**config.mk**
```make
export PLATFORM = sky130hd
export DESIGN_NAME = joystick_frame_parser_top
export DESIGN_NICKNAME = d
export VERILOG_FILES = /design/src/jfp_pkg.sv /design/src/jfp_field.sv /design/src/joystick_frame_parser_top.sv
export SDC_FILE = /design/constraint.sdc
export NUM_CORES = 1
export LEC_CHECK = 0
export BUFFER_PORTS_ARGS = -buffer_cell sky130_fd_sc_hd__buf_2
export CAP_MARGIN = 20
export CORE_MARGIN = 10
export CORE_UTILIZATION = 40
export DETAILED_ROUTE_END_ITERATION = 6
export HOLD_SLACK_MARGIN = 0.03
export PLACE_DENSITY = 0.62
export SYNTH_ARGS = -nofsm -noshare
export SYNTH_HDL_FRONTEND = slang
export SYNTH_SLANG_ARGS = --single-unit
```
**constraint.sdc**
```tcl
create_clock -name clk -period 4.9 [get_ports clk]
set_input_delay 0.245 -clock clk [delete_from_list [all_inputs] [get_ports clk]]
set_output_delay 0.245 -clock clk [all_outputs]
set_load 0.01 [all_outputs]
```
**src/jfp_pkg.sv**
```systemverilog
package jfp_pkg;

	// Default signed width of the parsed values
	localparam int VALUE_WIDTH_DEF = 16;

	// Position reported after reset (clamped to the value range)
	localparam longint RESET_POS = 512;

	// Output field width of pos_x / pos_y
	localparam int POS_WIDTH = 16;

	// Received byte codes
	localparam logic [7:0] CH_STX   = 8'h02;
	localparam logic [7:0] CH_ETX   = 8'h03;
	localparam logic [7:0] CH_TAB   = 8'h09;
	localparam logic [7:0] CH_CR    = 8'h0D;
	localparam logic [7:0] CH_SPACE = 8'h20;
	localparam logic [7:0] CH_PLUS  = 8'h2B;
	localparam logic [7:0] CH_COMMA = 8'h2C;
	localparam logic [7:0] CH_MINUS = 8'h2D;
	localparam logic [7:0] CH_ZERO  = 8'h30;
	localparam logic [7:0] CH_ONE   = 8'h31;
	localparam logic [7:0] CH_TWO   = 8'h32;
	localparam logic [7:0] CH_NINE  = 8'h39;
	localparam logic [7:0] CH_D     = 8'h44;

	// Event codes
	localparam logic [1:0] EV_POS   = 2'd0;
	localparam logic [1:0] EV_MODE0 = 2'd1;
	localparam logic [1:0] EV_MODE1 = 2'd2;
	localparam logic [1:0] EV_READ  = 2'd3;

	// Frame phase
	localparam logic [1:0] PH_IDLE = 2'd0;
	localparam logic [1:0] PH_X    = 2'd1;
	localparam logic [1:0] PH_Y    = 2'd2;

	// Field sub-phase
	localparam logic [1:0] SUB_LEAD  = 2'd0;
	localparam logic [1:0] SUB_DIGIT = 2'd1;
	localparam logic [1:0] SUB_DONE  = 2'd2;

	// Control from the frame logic to one field parser
	typedef struct packed {
		logic clr;  // drop partial field
		logic en;   // byte belongs to this field
	} field_ctl_t;

endpackage

```
**src/jfp_field.sv**
```systemverilog
module jfp_field #(
	parameter int VALUE_WIDTH = jfp_pkg::VALUE_WIDTH_DEF
) (
	input  logic                          clk,
	input  logic                          arst_n,
	input  jfp_pkg::field_ctl_t           ctl,
	input  logic [7:0]                    rx_byte,
	output logic signed [VALUE_WIDTH-1:0] value
);
	import jfp_pkg::*;

	localparam int EW = VALUE_WIDTH + 5;
	localparam logic signed [EW-1:0] MAX_E = EW'((longint'(1) <<< (VALUE_WIDTH - 1)) - 1);
	localparam logic signed [EW-1:0] MIN_E = EW'(-(longint'(1) <<< (VALUE_WIDTH - 1)));

	logic [1:0]                    sub_q, sub_d;
	logic                          neg_q, neg_d;
	logic signed [VALUE_WIDTH-1:0] acc_q, acc_d;

	logic                 is_digit, is_ws, is_sign, take;
	logic [3:0]           dig;
	logic signed [EW-1:0] acc_e, prod, dig_e, sum, sat;

	assign is_digit = (rx_byte >= CH_ZERO) && (rx_byte <= CH_NINE);
	assign is_ws    = (rx_byte == CH_SPACE) || ((rx_byte >= CH_TAB) && (rx_byte <= CH_CR));
	assign is_sign  = (rx_byte == CH_PLUS) || (rx_byte == CH_MINUS);
	assign dig      = 4'(rx_byte - CH_ZERO);

	// acc * 10 -/+ digit, clamped to the signed range
	assign acc_e = EW'(acc_q);
	assign prod  = (acc_e <<< 3) + (acc_e <<< 1);
	assign dig_e = EW'(dig);
	assign sum   = neg_q ? (prod - dig_e) : (prod + dig_e);

	always_comb begin
		if (sum > MAX_E) begin
			sat = MAX_E;
		end else if (sum < MIN_E) begin
			sat = MIN_E;
		end else begin
			sat = sum;
		end
	end

	always_comb begin
		sub_d = sub_q;
		neg_d = neg_q;
		take  = 1'b0;
		case (sub_q)
			SUB_LEAD: begin
				if (is_ws) begin
					sub_d = sub_q;
				end else if (is_sign) begin
					neg_d = (rx_byte == CH_MINUS);
					sub_d = SUB_DIGIT;
				end else if (is_digit) begin
					sub_d = SUB_DIGIT;
					take  = 1'b1;
				end else begin
					sub_d = SUB_DONE;
				end
			end
			SUB_DIGIT: begin
				if (is_digit) begin
					take = 1'b1;
				end else begin
					sub_d = SUB_DONE;
				end
			end
			default: begin
				sub_d = sub_q;
			end
		endcase
		acc_d = take ? sat[VALUE_WIDTH-1:0] : acc_q;
	end

	always_ff @(posedge clk or negedge arst_n) begin
		if (!arst_n) begin
			sub_q <= SUB_LEAD;
			neg_q <= 1'b0;
			acc_q <= '0;
		end else if (ctl.clr) begin
			sub_q <= SUB_LEAD;
			neg_q <= 1'b0;
			acc_q <= '0;
		end else if (ctl.en) begin
			sub_q <= sub_d;
			neg_q <= neg_d;
			acc_q <= acc_d;
		end
	end

	assign value = acc_q;

endmodule

```
**src/joystick_frame_parser_top.sv**
```systemverilog
// A byte accepted into the input register is parsed from there into the result register,
// which drives out_valid.
// Throughput: one byte per cycle; the input stalls only while the result register is
// full and stalled and the input register holds a byte.
// Reset (arst_n low, asynchronous): pipeline empty, frame cleared, mode 0,
// stored X and Y at 512 (clamped to the value range for narrow widths).
module joystick_frame_parser_top #(
	parameter int VALUE_WIDTH = jfp_pkg::VALUE_WIDTH_DEF
) (
	input  logic       clk,
	input  logic       arst_n,
	input  logic       in_valid,
	output logic       in_stall,
	input  logic [7:0] rx_byte,
	output logic       out_valid,
	input  logic       out_stall,
	output logic [1:0] event_res,
	output logic [jfp_pkg::POS_WIDTH-1:0] pos_x,
	output logic [jfp_pkg::POS_WIDTH-1:0] pos_y,
	output logic       mode_now
);
	import jfp_pkg::*;

	localparam longint LIM_MAX = (longint'(1) <<< (VALUE_WIDTH - 1)) - 1;
	localparam logic signed [VALUE_WIDTH-1:0] RST_POS =
		VALUE_WIDTH'((RESET_POS > LIM_MAX) ? LIM_MAX : RESET_POS);

	// Input register
	logic       valid_s1;
	logic [7:0] byte_s1;

	// Parser state
	logic       after_q;
	logic [1:0] phase_q;
	logic signed [VALUE_WIDTH-1:0] stored_x_q, stored_y_q;
	logic       mode_q;

	// Result register
	logic       out_valid_q;
	logic [1:0] event_q;
	logic [POS_WIDTH-1:0] pos_x_q, pos_y_q;
	logic       mode_out_q;

	logic advance, fire;
	field_ctl_t ctl_x, ctl_y;
	logic signed [VALUE_WIDTH-1:0] acc_x, acc_y;

	// Next-state of the frame logic for the byte in s1
	logic       after_d, mode_d, clr, emit, store;
	logic [1:0] phase_d, ev_d;
	logic       en_x, en_y;
	logic signed [VALUE_WIDTH-1:0] nx_x, nx_y;

	// Output register frees when empty or taken this cycle
	assign advance  = !out_valid_q || !out_stall;
	assign fire     = valid_s1 && advance;
	assign in_stall = valid_s1 && !advance;

	always_ff @(posedge clk or negedge arst_n) begin
		if (!arst_n) begin
			valid_s1 <= 1'b0;
		end else if (!in_stall) begin
			valid_s1 <= in_valid;
		end
	end

	always_ff @(posedge clk) begin
		if (in_valid && !in_stall) begin
			byte_s1 <= rx_byte;
		end
	end

	always_comb begin
		after_d = 1'b0;
		mode_d  = mode_q;
		phase_d = phase_q;
		clr     = 1'b0;
		emit    = 1'b0;
		store   = 1'b0;
		ev_d    = EV_POS;
		en_x    = 1'b0;
		en_y    = 1'b0;
		if (byte_s1 == CH_D) begin
			// button command armed, partial frame dropped
			clr     = 1'b1;
			after_d = 1'b1;
		end else if (after_q && (byte_s1 == CH_ZERO)) begin
			clr    = 1'b1;
			mode_d = 1'b0;
			emit   = 1'b1;
			ev_d   = EV_MODE0;
		end else if (after_q && (byte_s1 == CH_ONE)) begin
			clr    = 1'b1;
			mode_d = 1'b1;
			emit   = 1'b1;
			ev_d   = EV_MODE1;
		end else if (after_q && (byte_s1 == CH_TWO)) begin
			clr  = 1'b1;
			emit = 1'b1;
			ev_d = EV_READ;
		end else if (byte_s1 == CH_ETX) begin
			// frame complete only once STX and comma were both seen
			clr   = 1'b1;
			store = (phase_q == PH_Y);
			emit  = (phase_q == PH_Y);
		end else begin
			case (phase_q)
				PH_IDLE: begin
					if (byte_s1 == CH_STX) begin
						phase_d = PH_X;
					end
				end
				PH_X: begin
					if (byte_s1 == CH_COMMA) begin
						phase_d = PH_Y;
					end else begin
						en_x = 1'b1;
					end
				end
				default: begin
					en_y = 1'b1;
				end
			endcase
		end
		if (clr) begin
			phase_d = PH_IDLE;
		end
		nx_x = store ? acc_x : stored_x_q;
		nx_y = store ? acc_y : stored_y_q;
	end

	assign ctl_x = '{clr: fire && clr, en: fire && en_x};
	assign ctl_y = '{clr: fire && clr, en: fire && en_y};

	jfp_field #(.VALUE_WIDTH(VALUE_WIDTH)) u_field_x (
		.clk     (clk),
		.arst_n  (arst_n),
		.ctl     (ctl_x),
		.rx_byte (byte_s1),
		.value   (acc_x)
	);

	jfp_field #(.VALUE_WIDTH(VALUE_WIDTH)) u_field_y (
		.clk     (clk),
		.arst_n  (arst_n),
		.ctl     (ctl_y),
		.rx_byte (byte_s1),
		.value   (acc_y)
	);

	always_ff @(posedge clk or negedge arst_n) begin
		if (!arst_n) begin
			after_q    <= 1'b0;
			phase_q    <= PH_IDLE;
			stored_x_q <= RST_POS;
			stored_y_q <= RST_POS;
			mode_q     <= 1'b0;
		end else if (fire) begin
			after_q    <= after_d;
			phase_q    <= phase_d;
			stored_x_q <= nx_x;
			stored_y_q <= nx_y;
			mode_q     <= mode_d;
		end
	end

	always_ff @(posedge clk or negedge arst_n) begin
		if (!arst_n) begin
			out_valid_q <= 1'b0;
		end else if (advance) begin
			out_valid_q <= fire && emit;
		end
	end

	// Values are zero-extended below 16 bits, truncated above
	always_ff @(posedge clk) begin
		if (fire && emit) begin
			event_q    <= ev_d;
			pos_x_q    <= POS_WIDTH'($unsigned(nx_x));
			pos_y_q    <= POS_WIDTH'($unsigned(nx_y));
			mode_out_q <= mode_d;
		end
	end

	assign out_valid = out_valid_q;
	assign event_res = event_q;
	assign pos_x     = pos_x_q;
	assign pos_y     = pos_y_q;
	assign mode_now  = mode_out_q;

endmodule

```
==> reports/qor.yml <==
drtPass1Iterations: 5
ys_ff_latch: 119
top_usage_layer: "met2"
ys_types: 88
die_y_um: 166.8
root_buffer: "clkbuf_16"
start_util: 0.4087
timing.fmax_ghz: 0.2283
cts_made_buffers: 17
syn_area_mm2: 0.008618
clock_path_buffers: 2
p_leak_nw: 4.362
cap_violations: 0
synthTopCellsByCount: "168 x nand2_1, 74 x dfrtp_1, 55 x nor2_1, 48 x a21oi_1, 43 x edfxtp_1"
clkTransAtPathRegs_ns: 0.06
routed-via-count: 7377
core_mm2: 0.02109
htree_levels: 4
synthMuxAreaShare: 0.05270
fillers: 2047
rsz0062_at_grt: "no"
ys_seq_area_frac: 0.3708
use_met1: 0.2285
synth_async_sr_flop_share: 0.6387
grt.overflow.total: 0
place_area_mm2: 0.009155
critical_path_arrival_ns: 4.68
yosysWarnings: 0
grt_first_pass_wirelength_mm: 38.22
syn-instance-count: 936
endpoint_kind: "register"
synth_compound_area_frac: 0.2111
yosysTopAreaCell: "dfrtp_1"
synthFlopType: "dfrtp_1"
status: "finished, final reports clean"
peakVddDrop_mv: 0.2451
gp_congestion: 0.9162
drtIter0Drc: 473
synth_edf_count: 43
wl_per_cell_um: 17.98
final.period_utilization: 0.8939
worstSkewPairLatency_ns: 0.43
postLayoutCellArea_mm2: 0.009833
nNetsFinal: 1049
die_area_mm2: 0.02782
synth_top_family_by_area: "simple AND/OR/NAND/NOR gates"
dp_hpwl_mm: 16.41
numPortBuffers: 48
dieWidth_um: 166.8
synth_adder_area_share: 0.07491
cts.repair.resized: 0
synth.top_cell.area_share: 0.2149
drc_errors: 0
grt_use_met2: 0.2523
grt_max_degree: 51
cts_setup_buffers: 0
finalHoldViolations: 0
critPathKind: "register to register"
cts_tree: "built"
grtUsageTotal: 0.1652
tns_ns: 0
placed_cells_incl_taps: 1235
row_count: 53
grt_use_met3: 0.03507
power_density_mw_per_mm2: 257.3
antenna_cells: 0
finalSetupViolCount: 0
yosys.cell_count.top_type: "nand2_1"
hp-class: "primary input to register"
ios: 49
syn_nets: 996
drive_gt1_frac: 0.1637
fin_skew_ns: 0.01300
finalMaxSlewViolations: 0
grt_pass1_vias: 7112
areaGrowthSynthToFinish_pct: 14.10
critPathRequiredTime_ns: 5.20
tightest_slew_ns: 1.077
yosys-top-cells-area: "dfrtp_1 21%, edfxtp_1 15%, nand2_1 7.3%, ha_1 6.1%, mux2_2 4.6%"
fin_crit_ns: 4.380
wl_mm: 22.96
avgSynthCellArea_um2: 9.208
final_cell_count_no_fill: 1277
routed_via_density: 5.777
yosys.area_share.simple: 0.2169
worstPathMaxFanout: 10
slew_headroom: 0.2805
clock-sinks: 119
antenna_found_initial: 0
synth-xor-area-share: 0.04559
start_kind: "register"
ant_nets: 0
## cell type report
| cell class | instances | area [um2] | area share |
|---|---|---|---|
| clock buffer | 18 | 429.2 | 0.04364 |
| clock inverter | 14 | 148.9 | 0.01514 |
| inverter | 22 | 82.58 | 0.008398 |
| multi-input combinational | 758 | 5192 | 0.5281 |
| sequential | 119 | 3196 | 0.3250 |
| tap | 275 | 344.1 | 0.03499 |
| timing repair buffer | 71 | 440.4 | 0.04479 |
## state kept, by name, indices dropped and copies added, names as in the netlist
register         flops
after_q              1
byte_s1              8
event_res            2
mode_now             1
mode_q               1
out_valid            1
phase_q              2
pos_x               16
pos_y               16
stored_x_q          16
stored_y_q          16
u_field_x.neg_q      1
u_field_x.sub_q      2
u_field_x.value     16
u_field_y.neg_q      1
u_field_y.sub_q      2
u_field_y.value     16
valid_s1             1
## stage by stage
step	hold WS (ns)	power (W)	worst slack, ns	util
3_5_place_dp	0.1981	0.001299	0.5976	0.4341
4_1_cts	0.03168	0.002547	0.5924	0.4663
5_1_grt	0.05046	0.002630	0.1586	0.4663
3_3_place_gp	0.1985	0.001296	0.7229	0.4341
6_report	0.04409	0.002530	0.5197	0.4663
2_1_floorplan	-0.05059	0.001226	0.9173	-
## power by group
part | internal [W] | switching (W)
clock network | 0.000751 | 0.000491
registers | 0.00105 | 0.0000266
logic | 0.0000772 | 0.000135
total | 0.00188 | 0.000652
## placed cells by master (no fill, tap or decap), types with 10 or more instances in the layout
cell type        n
nand2_1        168
dfrtp_1         74
nor2_1          55
a21oi_1         47
buf_2           47
edfxtp_1        43
ha_1            42
mux2_2          35
nor3_1          30
xnor2_1         27
o21ai_0         25
inv_1           22
nand3_1         20
nand4_1         19
clkbuf_16       17
xor2_1          16
and2_1          15
nor2b_1         15
buf_4           14
a21o_1          12
and3_1          12
o211ai_1        12
nand2b_1        11
o21ai_1         11
a221o_1         10
dlygate4sd3_1   10
## worst paths after layout
kind	slack (ns)	cells past startpoint	startpoint	to
max reg2reg	0.52	12	u_field_y.value[0]$_DFFE_PN0P_	u_field_y.value[14]$_DFFE_PN0P_
min	0.04	2	out_stall	out_valid$_DFFE_PN0N_
min in group asynchronous	0.28	2	arst_n	stored_x_q[13]$_DFFE_PN0P_
max in group asynchronous	3.64	3	arst_n	u_field_y.value[6]$_DFFE_PN0P_
max	0.52	12	u_field_y.value[0]$_DFFE_PN0P_	u_field_y.value[14]$_DFFE_PN0P_
min reg2reg	0.46	2	stored_y_q[9]$_DFFE_PN1P_	stored_y_q[9]$_DFFE_PN1P_
## cell families (layout without fill, tap and decap cells)
kind of cell	count (synthesis)	after routing
AND/OR/NAND/NOR	389	389
AO/OA/AOI/OAI	236	236
flip-flops	119	119
buffers and inverters	59	125
adder cells (fa/ha/maj)	48	48
XOR/XNOR	44	44
multiplexers	41	41
## per-layer routing
metal	vias to the layer above	routed length [um]
met5	-	0
met4	0	383
met3	23	1164
met2	185	10250
met1	3573	11160
li1	3596	-
## worst max-delay path, stage by stage, from the launching register on
cell      delay (ns)
dfrtp_1         0.46
ha_1            0.28
fa_1            0.43
a211oi_2        0.33
nor3b_1         0.12
nor4bb_1        0.54
nand2_1         0.17
nor4b_2         0.49
a32oi_1         0.20
xnor2_1         0.19
nor4b_2         0.42
a31oi_2         0.29
a221o_1         0.35
## what timing repair did
item                                   4_1_cts  5_1_grt
setup endpoints to repair                    0        0
hold buffers                                10        0
endpoints found under the hold margin       35        0
No activity file was read; power rests on OpenSTA's default activity.
